**src/sv/nsr_pkg.sv**
```systemverilog
package nsr_pkg;

  // Field widths
  localparam int unsigned RadW  = 31;               // radicand, unsigned integer
  localparam int unsigned RootW = 32;               // root, unsigned Q16.16
  localparam int unsigned FracW = 16;               // fraction bits of the root
  localparam int unsigned DvdW  = RadW + 2 * FracW; // scaled radicand N = x << 32
  localparam int unsigned EstW  = RadW + FracW;     // estimate, up to (2^31) << 15
  localparam int unsigned DivSteps = DvdW;          // one quotient bit per cycle
  localparam int unsigned CntW  = $clog2(DivSteps);

  // Commands from the controller to the datapath
  typedef struct packed {
    logic load;      // capture radicand, set first estimate
    logic div_init;  // start a division N / est
    logic div_step;  // one restoring division step
    logic update;    // take the new estimate
    logic store;     // move the result into the output register
  } nsr_cmd_t;

  // Status from the datapath to the controller
  typedef struct packed {
    logic zero;      // radicand is zero
    logic cnt_zero;  // current division step is the last one
    logic converged; // new estimate is not below the current one
  } nsr_sts_t;

endpackage

```
**src/sv/nsr_dp.sv**
```systemverilog
module nsr_dp (
  input  logic                       clk_i,
  input  logic                       rst_ni,
  input  nsr_pkg::nsr_cmd_t          cmd_i,
  output nsr_pkg::nsr_sts_t          sts_o,
  input  logic [nsr_pkg::RadW-1:0]   radicand_i,
  output logic [nsr_pkg::RootW-1:0]  root_o
);

  logic [nsr_pkg::RadW-1:0]   x_q;
  logic [nsr_pkg::EstW-1:0]   est_q, est_d;
  logic [nsr_pkg::DvdW-1:0]   dvd_q, dvd_d;
  logic [nsr_pkg::EstW-1:0]   rem_q, rem_d;
  logic [nsr_pkg::CntW-1:0]   cnt_q, cnt_d;
  logic [nsr_pkg::RootW-1:0]  root_q;
  logic [nsr_pkg::EstW:0]     rem_sh, sum;
  logic [nsr_pkg::EstW-1:0]   nxt;
  logic                       ge;

  // Restoring division step: shift in the next dividend bit, subtract if it fits.
  // The dividend register fills with quotient bits from the bottom.
  always_comb begin
    rem_sh = {rem_q, dvd_q[nsr_pkg::DvdW-1]};
    ge     = rem_sh >= {1'b0, est_q};
    rem_d  = ge ? nsr_pkg::EstW'(rem_sh - {1'b0, est_q})
                : nsr_pkg::EstW'(rem_sh);
    dvd_d  = {dvd_q[nsr_pkg::DvdW-2:0], ge};
    cnt_d  = cnt_q - nsr_pkg::CntW'(1);
  end

  // Newton update: next = (N / est + est) >> 1; quotient stays below 2^47
  assign sum = {1'b0, dvd_q[nsr_pkg::EstW-1:0]} + {1'b0, est_q};
  assign nxt = sum[nsr_pkg::EstW:1];

  // First estimate is (1.0 + N/1.0) / 2 = (x + 1) << 15
  assign est_d = {({1'b0, radicand_i} + 32'd1), 15'd0};

  always_ff @(posedge clk_i) begin
    if (cmd_i.load) begin
      x_q   <= radicand_i;
      est_q <= est_d;
    end else if (cmd_i.update) begin
      est_q <= nxt;
    end
    if (cmd_i.div_init) begin
      dvd_q <= {x_q, {(2 * nsr_pkg::FracW){1'b0}}};
      rem_q <= '0;
      cnt_q <= nsr_pkg::CntW'(nsr_pkg::DivSteps - 1);
    end else if (cmd_i.div_step) begin
      dvd_q <= dvd_d;
      rem_q <= rem_d;
      cnt_q <= cnt_d;
    end
    if (cmd_i.store) begin
      root_q <= (x_q == '0) ? '0 : est_q[nsr_pkg::RootW-1:0];
    end
  end

  assign sts_o.zero      = (x_q == '0);
  assign sts_o.cnt_zero  = (cnt_q == '0);
  assign sts_o.converged = (nxt >= est_q);
  assign root_o          = root_q;

  // Estimates only fall while iterating
  a_est_falls: assert property (@(posedge clk_i) disable iff (!rst_ni)
    cmd_i.update |=> est_q < $past(est_q))
    else $error("estimate did not decrease on update");

  // Partial remainder stays below the divisor
  a_rem_bound: assert property (@(posedge clk_i) disable iff (!rst_ni)
    cmd_i.div_step |=> rem_q < est_q)
    else $error("division remainder out of range");

  // Final estimate fits the root field
  a_root_fits: assert property (@(posedge clk_i) disable iff (!rst_ni)
    (cmd_i.store && x_q != '0) |-> est_q[nsr_pkg::EstW-1:nsr_pkg::RootW] == '0)
    else $error("root exceeds 32 bits");

endmodule

```
**src/sv/nsr_ctrl.sv**
```systemverilog
module nsr_ctrl (
  input  logic              clk_i,
  input  logic              rst_ni,
  input  logic              in_valid_i,
  output logic              in_ready_o,
  output logic              out_valid_o,
  input  logic              out_ready_i,
  output nsr_pkg::nsr_cmd_t cmd_o,
  input  nsr_pkg::nsr_sts_t sts_i
);

  localparam logic [2:0] StIdle  = 3'd0;
  localparam logic [2:0] StInit  = 3'd1;
  localparam logic [2:0] StDiv   = 3'd2;
  localparam logic [2:0] StCheck = 3'd3;
  localparam logic [2:0] StDone  = 3'd4;

  logic [2:0] state_q, state_d;
  logic       out_valid_q, out_valid_d;
  logic       slot_free;

  assign slot_free  = !out_valid_q || out_ready_i;
  assign in_ready_o = (state_q == StIdle);

  // Sequencing: load, then divide / update until the estimate stops falling; a zero radicand goes straight to done
  always_comb begin
    state_d = state_q;
    cmd_o   = '0;
    unique case (state_q)
      StIdle: begin
        if (in_valid_i) begin
          cmd_o.load = 1'b1;
          state_d    = StInit;
        end
      end
      StInit: begin
        if (sts_i.zero) begin
          state_d = StDone;
        end else begin
          cmd_o.div_init = 1'b1;
          state_d        = StDiv;
        end
      end
      StDiv: begin
        cmd_o.div_step = 1'b1;
        if (sts_i.cnt_zero) state_d = StCheck;
      end
      StCheck: begin
        if (sts_i.converged) begin
          state_d = StDone;
        end else begin
          cmd_o.update = 1'b1;
          state_d      = StInit;
        end
      end
      StDone: begin
        if (slot_free) begin
          cmd_o.store = 1'b1;
          state_d     = StIdle;
        end
      end
      default: state_d = StIdle;
    endcase
  end

  // Output register valid flag
  always_comb begin
    out_valid_d = out_valid_q;
    if (out_valid_q && out_ready_i) out_valid_d = 1'b0;
    if (cmd_o.store) out_valid_d = 1'b1;
  end

  always_ff @(posedge clk_i or negedge rst_ni) begin
    if (!rst_ni) begin
      state_q     <= StIdle;
      out_valid_q <= 1'b0;
    end else begin
      state_q     <= state_d;
      out_valid_q <= out_valid_d;
    end
  end

  assign out_valid_o = out_valid_q;

  // Never overwrite a result that has not been transferred
  a_store_free: assert property (@(posedge clk_i) disable iff (!rst_ni)
    cmd_o.store |-> slot_free)
    else $error("result overwritten before transfer");

  // A result appears only through a store
  a_valid_src: assert property (@(posedge clk_i) disable iff (!rst_ni)
    $rose(out_valid_q) |-> $past(cmd_o.store))
    else $error("output valid without store");

  // Division always ends in the check state
  a_div_end: assert property (@(posedge clk_i) disable iff (!rst_ni)
    (state_q == StDiv && sts_i.cnt_zero) |=> state_q == StCheck)
    else $error("division did not end in check");

endmodule

```
**src/sv/newton_square_root.sv**
```systemverilog
// Channel  Direction  Signals                          Payload
// in       input      in_valid_i / in_ready_o          radicand_i [30:0] unsigned integer
// out      output     out_valid_o / out_ready_i        root_o [31:0] unsigned Q16.16
//
// Each Newton step divides N = radicand << 32 by the estimate in a bit-serial
// restoring divider (states StInit and StDiv), then StCheck takes the new estimate.
// A zero radicand skips the division and goes from StInit straight to StDone.
// Reset (rst_ni, asynchronous, active low) clears the controller and output valid.
// A new radicand is taken once the previous result sits in the output register;
// a stalled output holds the finished item until that register is free.
module newton_square_root (
  input  logic                       clk_i,
  input  logic                       rst_ni,
  input  logic                       in_valid_i,
  output logic                       in_ready_o,
  input  logic [nsr_pkg::RadW-1:0]   radicand_i,
  output logic                       out_valid_o,
  input  logic                       out_ready_i,
  output logic [nsr_pkg::RootW-1:0]  root_o
);

  nsr_pkg::nsr_cmd_t cmd;
  nsr_pkg::nsr_sts_t sts;

  nsr_ctrl u_ctrl (
    .clk_i       (clk_i),
    .rst_ni      (rst_ni),
    .in_valid_i  (in_valid_i),
    .in_ready_o  (in_ready_o),
    .out_valid_o (out_valid_o),
    .out_ready_i (out_ready_i),
    .cmd_o       (cmd),
    .sts_i       (sts)
  );

  nsr_dp u_dp (
    .clk_i      (clk_i),
    .rst_ni     (rst_ni),
    .cmd_i      (cmd),
    .sts_o      (sts),
    .radicand_i (radicand_i),
    .root_o     (root_o)
  );

endmodule
```
**config.mk**
```make
export PLATFORM = sky130hd
export DESIGN_NAME = newton_square_root
export DESIGN_NICKNAME = d
export VERILOG_FILES = /design/src/sv/nsr_pkg.sv /design/src/sv/nsr_dp.sv /design/src/sv/nsr_ctrl.sv /design/src/sv/newton_square_root.sv
export SDC_FILE = /design/constraint.sdc
export NUM_CORES = 1
export LEC_CHECK = 0
export BUFFER_PORTS_ARGS = -buffer_cell sky130_fd_sc_hd__buf_4
export CORE_AREA = 2 2 174 176
export DETAILED_ROUTE_END_ITERATION = 7
export DIE_AREA = 0 0 176 178
export PLACE_DENSITY_LB_ADDON = 0.25
export SYNTH_ARGS = -nofsm -noshare
export SYNTH_HDL_FRONTEND = slang
export SYNTH_SLANG_ARGS = --single-unit
```
**constraint.sdc**
```tcl
create_clock -name clk_i -period 6.8 [get_ports clk_i]
set_clock_uncertainty 0.1 [all_clocks]
set_input_delay 0.68 -clock clk_i [delete_from_list [all_inputs] [get_ports clk_i]]
set_output_delay 0.68 -clock clk_i [all_outputs]
set_load 0.05 [all_outputs]
```
# Word-level counts from Yosys, hierarchy flattened
# Cells that the tools add are included.
# W data, S select, Z words.
[totals]
regBits = 230
inputBits = 35
[classes]
n_addsub = 4
order_cmp = 2
n_eq_ne = 7
n_mux = 22
reduce_logical = 10
[ops]
columns = ["cell", "n"]
rows = [
  ["$mux W47", 3],
  ["$mux W63", 2],
  ["$add A47 B47 Y48", 1],
  ["$ge A48 B47 Y1", 1],
  ["$ge A47 B47 Y1", 1],
  ["$sub A47 B47 Y47", 1],
  ["$add A31 B1 Y32 const B", 1],
  ["$logic_not A31 Y1", 1],
  ["$mux W3", 5],
  ["$pmux W3 S5", 1],
  ["$mux W1", 11],
  ["$eq A3 B2 Y1 const B", 2],
  ["$logic_not A6 Y1", 1],
  ["$reduce_bool A2 Y1", 3],
  ["$sub A6 B1 Y6 const B", 1],
  ["$ne A2 B2 Y1 const B", 2],
  ["$eq A3 B1 Y1 const B", 1],
  ["$eq A3 B3 Y1 const B", 1],
  ["$logic_not A3 Y1", 1],
  ["$reduce_and A3 Y1", 1],
  ["$ne A2 B1 Y1 const B", 1],
  ["$logic_and A1 B1 Y1", 1],
  ["$logic_not A1 Y1", 1],
  ["$logic_or A1 B1 Y1", 1],
]

# Longest topological paths before layout
# Gate-level depths: netlist of the first run.
[depth]
word_depth = 6
depth_mapped = 21
ltp_nobuf = 20

# By module
# Synthesis of the first run repeated with hierarchy kept, for this count alone.
[hier_totals]
cells_unflattened = 1735
area_unflattened_um2 = 15841.4
[by_module_without_submodules]
columns = ["module", "instances", "cells_each", "area_each_um2", "seq_area_each_um2"]
rows = [
  ["nsr_dp", 1, 1708, 15610.0, 5785.5],
  ["nsr_ctrl", 1, 27, 231.5, 100.1],
]

# Worst setup path before layout of the first run
# Ideal clock, no wire load.
[synth_path]
kind = "register to register"
start = "reg u_dp.est_q[1] (netlist bit)"
end = "reg u_dp.est_q[15] (netlist bit), enable pin"
setup_ns = 0.389
arrival_time_ns = 4.741
t_required_ns = 6.311
path_slack_ns = 1.570
path_stages_with_launch = 21
n_path_buf = 1
synth_period_minus_slack_ns = 5.230
cell_sequence = "dfxtp_1 -> inv_1 -> fa_1 -> nand2b_1 -> a21o_1 -> a31o_2 -> a21oi_1 -> a41o_1 -> nand3_1 -> nand2_1 -> xor2_1 -> ha_1 -> nand3_1 -> a21oi_1 -> or4_1 -> a211oi_1 -> o31ai_1 -> a31oi_4 -> nand2_2 -> buf_6 -> nand2_1"
[synth_via]
elab_chain_cells = 5
[synth_rtl]
columns = ["element", "line", "text"]
rows = [
  ["from (decl)", "nsr_dp.sv:11", "logic [nsr_pkg::EstW-1:0] est_q, est_d;"],
  ["from (signal assigned)", "nsr_dp.sv:41", "est_q <= est_d;"],
  ["from (signal assigned)", "nsr_dp.sv:43", "est_q <= nxt;"],
  ["$add A47 B47 Y48", "nsr_dp.sv:32", "assign sum = {1'b0, dvd_q[nsr_pkg::EstW-1:0]} + {1'b0, est_q};"],
  ["$ge A47 B47 Y1 *", "nsr_dp.sv:61", "assign sts_o.converged = (nxt >= est_q);"],
  ["$mux W1 *", "nsr_ctrl.sv:49", "if (sts_i.converged) begin"],
  ["$mux W1 *", "nsr_ctrl.sv:29", "unique case (state_q)"],
  ["$reduce_bool A2 Y1 (no source line) *", "-", ""],
]
# Mark *: on every way between the ends. The rest lies on a longest branch, timed or not.
# A chain may end at the register's enable or synchronous reset.

# Worst setup path after layout of the first run
[layout_path]
start = "reg u_dp.dvd_q[2] (netlist bit)"
end = "reg u_dp.est_q[15] (netlist bit), enable pin"
[layout_via]
elab_chain_cells = 5
[layout_rtl]
columns = ["element", "line", "text"]
rows = [
  ["from (decl)", "nsr_dp.sv:12", "logic [nsr_pkg::DvdW-1:0] dvd_q, dvd_d;"],
  ["from (signal assigned)", "nsr_dp.sv:46", "dvd_q <= {x_q, {(2 * nsr_pkg::FracW){1'b0}}};"],
  ["from (signal assigned)", "nsr_dp.sv:50", "dvd_q <= dvd_d;"],
  ["$add A47 B47 Y48", "nsr_dp.sv:32", ""],
  ["$ge A47 B47 Y1", "nsr_dp.sv:61", ""],
  ["$mux W1", "nsr_ctrl.sv:49", ""],
  ["$mux W1", "nsr_ctrl.sv:29", ""],
  ["$reduce_bool A2 Y1 (no source line)", "-", ""],
]
# No other way between the ends.

==> impl_metrics.ini, run 1 <==
[run_status]
status = finished clean

[synthesis]
ys_top_cells_by_count = nand2_1 (170), a21oi_1 (143), ha_1 (143)
syn_area_sq_um = 15800
syn_inst = 1738
synth_top_area_share_pct = 24.0
ys_seq_area_share_pct = 37.3
ys_warn_count = 0
synth_edf_count = 126
synth_area_leader_cell = edfxtp_1
synth.area.top_cells = edfxtp_1 (24%), dfxtp_1 (13%), ha_1 (11%)
synthesis.nets = 1918
avgSynthCellArea_sq_um = 9.07
synth_ff_type = edfxtp_1
ys_async_sr_fraction_pct = 1.74
ys_ff_latch = 230
synth.distinct_cells = 90
synthMostInstantiatedCell = nand2_1

[clock_network]
clk_path_buf_depth = 3
cts_tree = yes
post-cts-setup-buffer-count = 0
clk_latency_ps = 570
cts_max_level = 1
cts.clk_slew.worst_paths_ps = 60
clockRootBuffer = clkbuf_16
cts_buffers = 26
cts_sinks = 230

[power_and_ir_drop]
p_sw_share_pct = 47.0
seqPwrFrac_pct = 26.1
p_switching_mw = 3.95
power_density_nw_per_um2 = 481
peakVddDrop_mv = 0.454
pwr-share-comb_pct = 56.9
p_leak_nw = 7.04
clkPwrFrac_pct = 17.0
p_int_mw = 4.45
total_power_mw = 8.39

[layout]
finalNonFillerCells = 2177
n_antenna_cell = 0
fillers = 2597
drive_above_1_share_pct = 8.34
fin_nets = 1947
area_growth_pct = 10.6

[routing]
wire_per_inst_microns = 19.7
ant_nets = 0
vias_per_cell = 6.18
drc = 0
first_pass_iters = 5
totalWireLength_microns = 42800
route.vias.total = 13500
drt_iter0_drc = 1032

[place]
io_buffers = 68
dp_hpwl_microns = 32100
numPlacedInstances = 2128
routabilityCongestion = 0.972

[timing]
max_freq_mhz = 178
min_period_ps = 5620
rsz0062_at_grt = no
finalCritPeriodShare_pct = 82.6
slew_viol_final = 0
fin_tns_setup_ps = 0
worst_slew_pin_slew_ps = 938
slew_headroom_pct = 37.3
hold_viol = 0
finalSetupViolCount = 0

[global_route]
grt_max_degree = 73
overflow = 0
grt_first_pass_wirelength_microns = 67300
grt_pass1_vias = 12500
antenna_found_initial = 0
grt.total_usage_pct = 27.0

[worst_setup_path]
crit_required_ps = 6930
cp_max_fo = 17
crit_buf_inv = 1
cp_cell_sequence = ha_1, nand4_1, a2111oi_0, nor2_1, a31oi_1, a211o_1, xor2_1, ha_1, a21o_1, nand3_1, a21oi_1, or4_1, a211oi_1, o31ai_1, a31oi_4, nand2_2, nand2_1, buf_4
crit_top_cell = ha_1
critical-path-top-delay-family = compound AO/OA/AOI/OAI gates
worstSetupStartpointType = register
path_class = register to register
slowest_stage = a31oi_1
cp-end-kind = register
max_stage_delay_ps = 590
cp.arrival_ps = 5750

[flow_run]
maxCapViolCount = 0

[floorplan]
dieArea_sq_um = 31300
die_y_microns = 178
placeableCoreArea_sq_um = 29400
initial_core_util_pct = 53.6
num_rows = 63
die_x_microns = 176
ios = 69

[min_path]
min_path_type = input port to register
## path summary, 6_finish.rpt
path                       slack (ps)                end  cells after the start           start
setup / recovery                 1180     u_dp.est_q[15]                     18   u_dp.dvd_q[2]
hold / removal                    210       u_dp.x_q[25]                      1  radicand_i[25]
setup reg to reg                 1180     u_dp.est_q[15]                     18   u_dp.dvd_q[2]
hold reg to reg                   370     u_dp.dvd_q[30]                      2  u_dp.dvd_q[29]
max in group asynchronous        6130  u_ctrl.state_q[2]                      2          rst_ni
min in group asynchronous         370  u_ctrl.state_q[1]                      2          rst_ni
## power groups by stage
stage / Combinational (mW) / Clock [mW] / Sequential (mW)
after global placement: 4.59 / 0 / 2.20
after floorplan: 3.39 / 0 / 2.22
final: 4.78 / 1.42 / 2.19
after global routing: 5.23 / 1.51 / 2.22
after CTS: 4.71 / 1.44 / 2.19
after detailed placement: 4.68 / 0 / 2.21
## cell usage in the layout, fill, tap and decap left out, types with 13 or more instances in the layout
| cell | instances |
|---|---|
| dfxtp_1 | 100 |
| mux2i_1 | 23 |
| inv_1 | 79 |
| ha_1 | 143 |
| o21a_1 | 16 |
| xor2_1 | 47 |
| nor4_1 | 15 |
| buf_4 | 81 |
| a211oi_1 | 18 |
| o21ai_1 | 56 |
| nor3_1 | 25 |
| xnor2_1 | 70 |
| nand2_1 | 170 |
| nand3_1 | 62 |
| mux2_1 | 15 |
| clkbuf_16 | 26 |
| a22o_1 | 31 |
| o21bai_1 | 15 |
| a21o_1 | 37 |
| nand2b_1 | 16 |
| a21oi_1 | 143 |
| nand4_1 | 34 |
| nor2_1 | 123 |
| a31oi_1 | 13 |
| edfxtp_1 | 126 |
| a22oi_1 | 21 |
| and3_1 | 14 |
| nor2b_1 | 17 |
| o21ai_0 | 62 |
| a32o_1 | 28 |
## layer usage
layer / share of wire (%) / wire (microns) / GRT usage, % / vias up
met5: 0 / 0 / 0 / -
met2: 44 / 18700 / 42.1 / 458
li1: - / - / - / 6513
met1: 47 / 20100 / 39.6 / 6420
met3: 7.5 / 3210 / 3.96 / 59
met4: 1.8 / 789 / 5.99 / 0
## area by class of cell
cell class	instances	area, sq um	area share, %
clock buffer	30	666	3.82
clock inverter	18	199	1.14
inverter	81	304	1.74
multi-input combinational	1346	9270	53.2
sequential	230	5890	33.8
tap	390	488	2.80
timing repair buffer	82	618	3.55
## kinds of logic after synthesis
kind of cell	count (synthesis)	synth area share [%]
mux	39	2.60
xor+xnor	117	6.50
compound gates	520	22.1
fa+ha+maj	145	11.6
buf+inv	162	4.03
simple gates	525	15.9
flops	230	37.3
## timing repair
item | CTS | global route
resized for setup | 0 | 0
hold endpoints to repair | 4 | 0
hold buffers | 1 | 0
## registers in the layout, indices dropped and copies added, names as in the netlist
register / count
u_dp.cnt_q: 6
u_dp.dvd_q: 63
u_dp.rem_q: 47
u_ctrl.out_valid_o: 1
u_dp.root_o: 32
u_dp.x_q: 31
u_ctrl.state_q: 3
u_dp.est_q: 47
## per-stage QoR
step	setup WS, ps	util (%)	hold slack [ps]	area [sq um]
final	1180	59.3	211	17400
after global routing	818	59.3	206	17400
after CTS	1190	59.3	201	17400
after detailed placement	1210	56.3	371	16600
after global placement	1300	56.3	361	16600
after floorplan	1570	-	284	15800
Note: power is estimated with default switching activity, not from simulation.
==> inputs of run 2 (changes only) <==
==> constraint.sdc (replaced) <==
create_clock -name clk_i -period 5.3 [get_ports clk_i]
set_clock_uncertainty 0.1 [all_clocks]
set_input_delay 0.53 -clock clk_i [delete_from_list [all_inputs] [get_ports clk_i]]
set_output_delay 0.53 -clock clk_i [all_outputs]
set_load 0.05 [all_outputs]
==> run 2 against run 1 <==
Net effect:
- first-iteration DRC count increased by 31%
- utilization is 1.3 points higher
- sequential power grew 30%
- wire length is 4.9% higher
- die area is the same
- hold slack worse by 160 ps
- flip-flop and latch count stayed put
- highest routed layer unchanged
- combinational power increased by 32%
- fmax grew 9.9%
- non-clock buffer count up 13
==> impl_metrics.ini, run 2 (synthesized netlist as in run 1, its figures left out) <==
[power_and_ir_drop]
total_power_mw = 11.4
p_leak_nw = 7.24
clkPwrFrac_pct = 19.4
p_sw_share_pct = 45.9
power_density_nw_per_um2 = 637
p_int_mw = 6.14
peakVddDrop_mv = 0.590
seqPwrFrac_pct = 25.0
pwr-share-comb_pct = 55.6
p_switching_mw = 5.22

[layout]
reg_top3 = u_dp.dvd_q: 63 flops, u_dp.est_q: 47 flops, u_dp.rem_q: 47 flops
n_antenna_cell = 0
max_flop_register = u_dp.dvd_q
area_growth_pct = 13.0
fin_nets = 1962
drive_above_1_share_pct = 9.70
largest_reg_flops = 63
final_common_cell = nand2_1
layout_common_cells = nand2_1 (170), ha_1 (143), a21oi_1 (142), edfxtp_1 (126), nor2_1 (123)

[timing]
min_period_ps = 5110
slew_viol_final = 0
fin_tns_setup_ps = 0
worst_slew_pin_slew_ps = 795
finalCritPeriodShare_pct = 96.4
slew_headroom_pct = 46.9
finalSetupViolCount = 0
hold_viol = 0
max_freq_mhz = 196
rsz0062_at_grt = no

[global_route]
antenna_found_initial = 0
grt.total_usage_pct = 28.3
overflow = 0
grt_first_pass_wirelength_microns = 69900
grt_max_degree = 59
grt_pass1_vias = 12900

[worst_setup_path]
slowest_stage = edfxtp_1
crit_start = u_dp.est_q[17]
cp.arrival_ps = 5440
path_class = register to register
cp-end-kind = register
r2r-start = u_dp.est_q[17]
crit_required_ps = 5640
worstSetupStartpointType = register
max_stage_delay_ps = 410
cp_max_fo = 16
cp_cell_sequence = ha_1, a21o_1, a31o_1, a221o_1, a211o_1, o21ai_2, nand2_1, xor2_1, ha_1, nand2_1, nor2_1, a211oi_1, o21ai_0, o21ai_0, o211ai_1, a31oi_4, nand2_2, buf_4, mux2_1

[place]
dp_hpwl_microns = 33500
io_buffers = 68
routabilityCongestion = 0.948

[routing]
first_pass_iters = 8
totalWireLength_microns = 44900
drt_iter0_drc = 1352
ant_nets = 0
drc = 0
wire_per_inst_microns = 20.5
route.vias.total = 13700
vias_per_cell = 6.23

[clock_network]
cts_max_level = 1
clk_path_buf_depth = 3
clk_latency_ps = 570
cts.clk_slew.worst_paths_ps = 60
cts_buffers = 28
cts_sinks = 230
cts_tree = yes
clockRootBuffer = clkbuf_16

[floorplan]
initial_core_util_pct = 53.6
die_y_microns = 178
dieArea_sq_um = 31300
ios = 69
die_x_microns = 176
num_rows = 63
placeableCoreArea_sq_um = 29400

[min_path]
min_path_type = input port to register
hp-start = radicand_i[12]

[run_status]
status = finished clean

[flow_run]
maxCapViolCount = 0
==> run 2: cell types whose count changed in the layout (fill, tap and decap cells not counted), moves of 3 or more <==
cell / before / now
clkinvlp_4: 3 / 0
clkbuf_8: 0 / 3
buf_4: 81 / 92
bufinv_16: 3 / 8
clkinv_2: 3 / 6
==> run 2: path summary, 6_finish.rpt <==
| path | to | cells after the start | slack, ps |
|---|---|---|---|
| setup / recovery | u_dp.est_q[9] | 19 | 190 |
| hold / removal | u_dp.x_q[12] | 1 | 50 |
| setup reg to reg | u_dp.est_q[9] | 19 | 190 |
| hold reg to reg | u_dp.dvd_q[28] | 2 | 360 |
| max in group asynchronous | u_ctrl.state_q[2] | 2 | 4790 |
| min in group asynchronous | u_ctrl.state_q[1] | 2 | 200 |
==> run 2: repair_timing <==
action / 4_1_cts / 5_1_grt
hold buffers: 1 / 0
gates resized for setup: 2 / 7
buffers inserted: 0 / 0
pin swaps: 0 / 0
endpoints found under the hold margin: 4 / 0
endpoints found under the setup margin: 44 / 81
==> run 2: area by class of cell <==
cell class | count | area, sq um
Fill cell | 2521 | 11600
Multi-Input combinational cell | 1346 | 9330
Sequential cell | 230 | 5890
Clock buffer | 34 | 753
Timing Repair Buffer | 95 | 741
Tap cell | 390 | 488
Clock inverter | 18 | 317
Inverter | 81 | 304
==> run 2: through the flow <==
step                area (sq um)  hold WS [ps]  setup WS [ps]  util, %  cells
finish                     17800          54.4            191     60.6   2194
global route               17800          41.2           15.7     60.6   2194
CTS                        17800          40.5           22.6     60.4   2194
detailed placement         16700           239           -112     56.7   2141
global placement           16700           238           39.7     56.7   2141
floorplan                  15800           134           69.6        -   1738
==> run 2: metal layers <==
layer | global-route usage (%) | share of wire, % | vias to the layer above
li1 | - | - | 6553
met1 | 40.1 | 45 | 6526
met2 | 43.8 | 44 | 500
met3 | 5.97 | 8.3 | 79
met4 | 7.68 | 2.6 | 0
met5 | 0 | 0 | -
==> run 2: power by group through the flow <==
stage	Sequential (mW)	Combinational [mW]	Clock, mW
after floorplan	2.85	4.35	0
after global placement	2.84	6.08	0
after detailed placement	2.85	6.16	0
after CTS	2.82	6.23	2.22
after global routing	2.87	6.89	2.30
final	2.84	6.31	2.20
==> run 2: critical path: cells and delay by family (launching register included) <==
kind                       cells  cell delay [ps]
DFF                            1              410
and+or+nand+nor                4              380
xor gates and xnor gates       1              330
adders and majority gates      2              730
AOI/OAI and AO/OA             10             2470
buffers and inverters          1              230
muxes                          1              330
==> inputs of run 3 (changes only) <==
--- a/config.mk
+++ b/config.mk
@@ -6,9 +6,9 @@
 export NUM_CORES = 1
 export LEC_CHECK = 0
 export BUFFER_PORTS_ARGS = -buffer_cell sky130_fd_sc_hd__buf_4
-export CORE_AREA = 2 2 174 176
+export CORE_AREA = 4 4 226 140
 export DETAILED_ROUTE_END_ITERATION = 7
-export DIE_AREA = 0 0 176 178
+export DIE_AREA = 0 0 230 144
 export PLACE_DENSITY_LB_ADDON = 0.25
 export SYNTH_ARGS = -nofsm -noshare
 export SYNTH_HDL_FRONTEND = slang
==> run 3 against run 2 <==
Net effect:
- register-to-register slack lost 20 ps
- count of clock-buffer cells in the layout decreased by 5
- power is 0.58% lower
- hold slack gained 39 ps
- sequential share of layout area is 0.24 points higher
- sequential power is essentially flat
- die area increased by 5.7%
- largest cell class unchanged
==> impl_metrics.ini, run 3 (synthesized netlist as in run 1, its figures left out) <==
[timing]
slew_viol_final = 0
slew_headroom_pct = 33.3
worst_slew_pin_slew_ps = 996
hold_ws_ps = 93.7
max_freq_mhz = 195
fin_tns_setup_ps = 0
min_period_ps = 5130
hold_viol = 0
rsz0062_at_grt = no
finalCritPeriodShare_pct = 96.9
setup_slack_ps = 167
finalSetupViolCount = 0

[layout]
area_growth_pct = 12.2
fin_nets = 1968
max_flop_register = u_dp.dvd_q
final_cell_area_sq_um = 17700
largest_reg_flops = 63
layout_common_cells = nand2_1 (170), ha_1 (143), a21oi_1 (142), edfxtp_1 (126), nor2_1 (123)
reg_top3 = u_dp.dvd_q: 63 flops, u_dp.est_q: 47 flops, u_dp.rem_q: 47 flops
final_common_cell = nand2_1
drive_above_1_share_pct = 9.47

[floorplan]
num_rows = 49
die_x_microns = 230
placeableCoreArea_sq_um = 29600
ios = 69
die_y_microns = 144
dieArea_sq_um = 33100
initial_core_util_pct = 53.4

[power_and_ir_drop]
p_leak_nw = 7.17
total_power_mw = 11.3
peakVddDrop_mv = 0.565
power_density_nw_per_um2 = 638

[flow_run]
maxCapViolCount = 0

[global_route]
antenna_found_initial = 1
grt_pass1_vias = 12800
grt.total_usage_pct = 28.8
overflow = 0
grt_max_degree = 69
grt_first_pass_wirelength_microns = 74500

[routing]
vias_per_cell = 6.30
ant_nets = 0
drt_iter0_drc = 1653
totalWireLength_microns = 48700
first_pass_iters = 5
route.vias.total = 14000
drc = 0
wire_per_inst_microns = 22.0

[place]
dp_hpwl_microns = 37300
post_dp_cell_area_sq_um = 16800
routabilityCongestion = 1.01
dp_slack_ps = 266
io_buffers = 68

[clock_network]
cts_tree = yes
cts.clk_slew.worst_paths_ps = 70
post-cts-setup-buffer-count = 0
clockRootBuffer = clkbuf_16
cts_sinks = 230
clk_latency_ps = 540
clk_path_buf_depth = 3
cts_buffers = 24
cts_max_level = 1

[worst_setup_path]
r2r-start = u_dp.est_q[17]
path_class = register to register
endpoint = u_dp.est_q[5]
slowest_stage = or4_1
worstSetupStartpointType = register
timing.rr.end = u_dp.est_q[5]
cp_max_fo = 16
crit_required_ps = 5620
cp.arrival_ps = 5450
r2r_slack_ps = 170
cp_cell_sequence = ha_1, a21o_1, a31o_1, a221o_1, a211o_1, nor2_1, xnor2_1, ha_1, a21oi_1, a21oi_1, or4_1, a211oi_1, o31ai_1, a31oi_4, nand2_2, buf_4, mux2_1
reg2reg_depth = 17
crit_start = u_dp.est_q[17]
cp-end-kind = register
max_stage_delay_ps = 500

[run_status]
status = finished clean

[min_path]
min_path_type = input port to register
hold_depth = 1
hp-start = radicand_i[29]
[run 3: area by class of cell]
type / instances / area [sq um]
well taps: 408 / 510
fillers: 2582 / 11900
multi-input cells: 1346 / 9300
clock buffers: 29 / 641
diodes: 1 / 2.50
repair buffers: 105 / 828
flip-flops and latches: 230 / 5890
inverters: 81 / 304
clock inverters: 14 / 221
[run 3: how the worst min path moves through the flow]
stage	endpoint	slack, ps
after floorplan	u_ctrl.out_valid_o	130
after global placement	u_ctrl.out_valid_o	230
after detailed placement	u_ctrl.out_valid_o	230
after CTS	u_dp.x_q[25]	70
after global routing	u_dp.x_q[27]	70
final	u_dp.x_q[29]	90
[run 3: metrics by stage]
step	utilization [%]	cells
2_1_floorplan	-	1738
3_3_place_gp	56.8	2169
3_5_place_dp	56.8	2169
4_1_cts	59.8	2213
5_1_grt	59.9	2213
6_report	59.9	2214
[run 3: critical path: cells and delay by family, from the launching register on]
kind	cells	cell delay, ps
buf+inv	1	230
compound gates	9	1990
mux	1	330
flops	1	400
fa+ha+maj	2	750
simple gates	3	920
xor+xnor	1	270
[run 3: power by group]
group          internal [mW]  switching [mW]
registers               2.54           0.338
clock network           1.15           0.739
logic                   2.28            4.24
[run 3: routing by layer]
metal,track usage (%),vias up,wire [microns]
li1,-,6564,-
met1,44.8,6671,23300
met2,37.8,669,18200
met5,0,-,13
met4,5.18,2,813
met3,10.9,53,6480
[run 3: what timing repair did]
action | CTS | global route
resized for setup | 0 | 4
hold endpoints to repair | 4 | 0
setup endpoints to repair | 0 | 79
hold buffers | 1 | 0
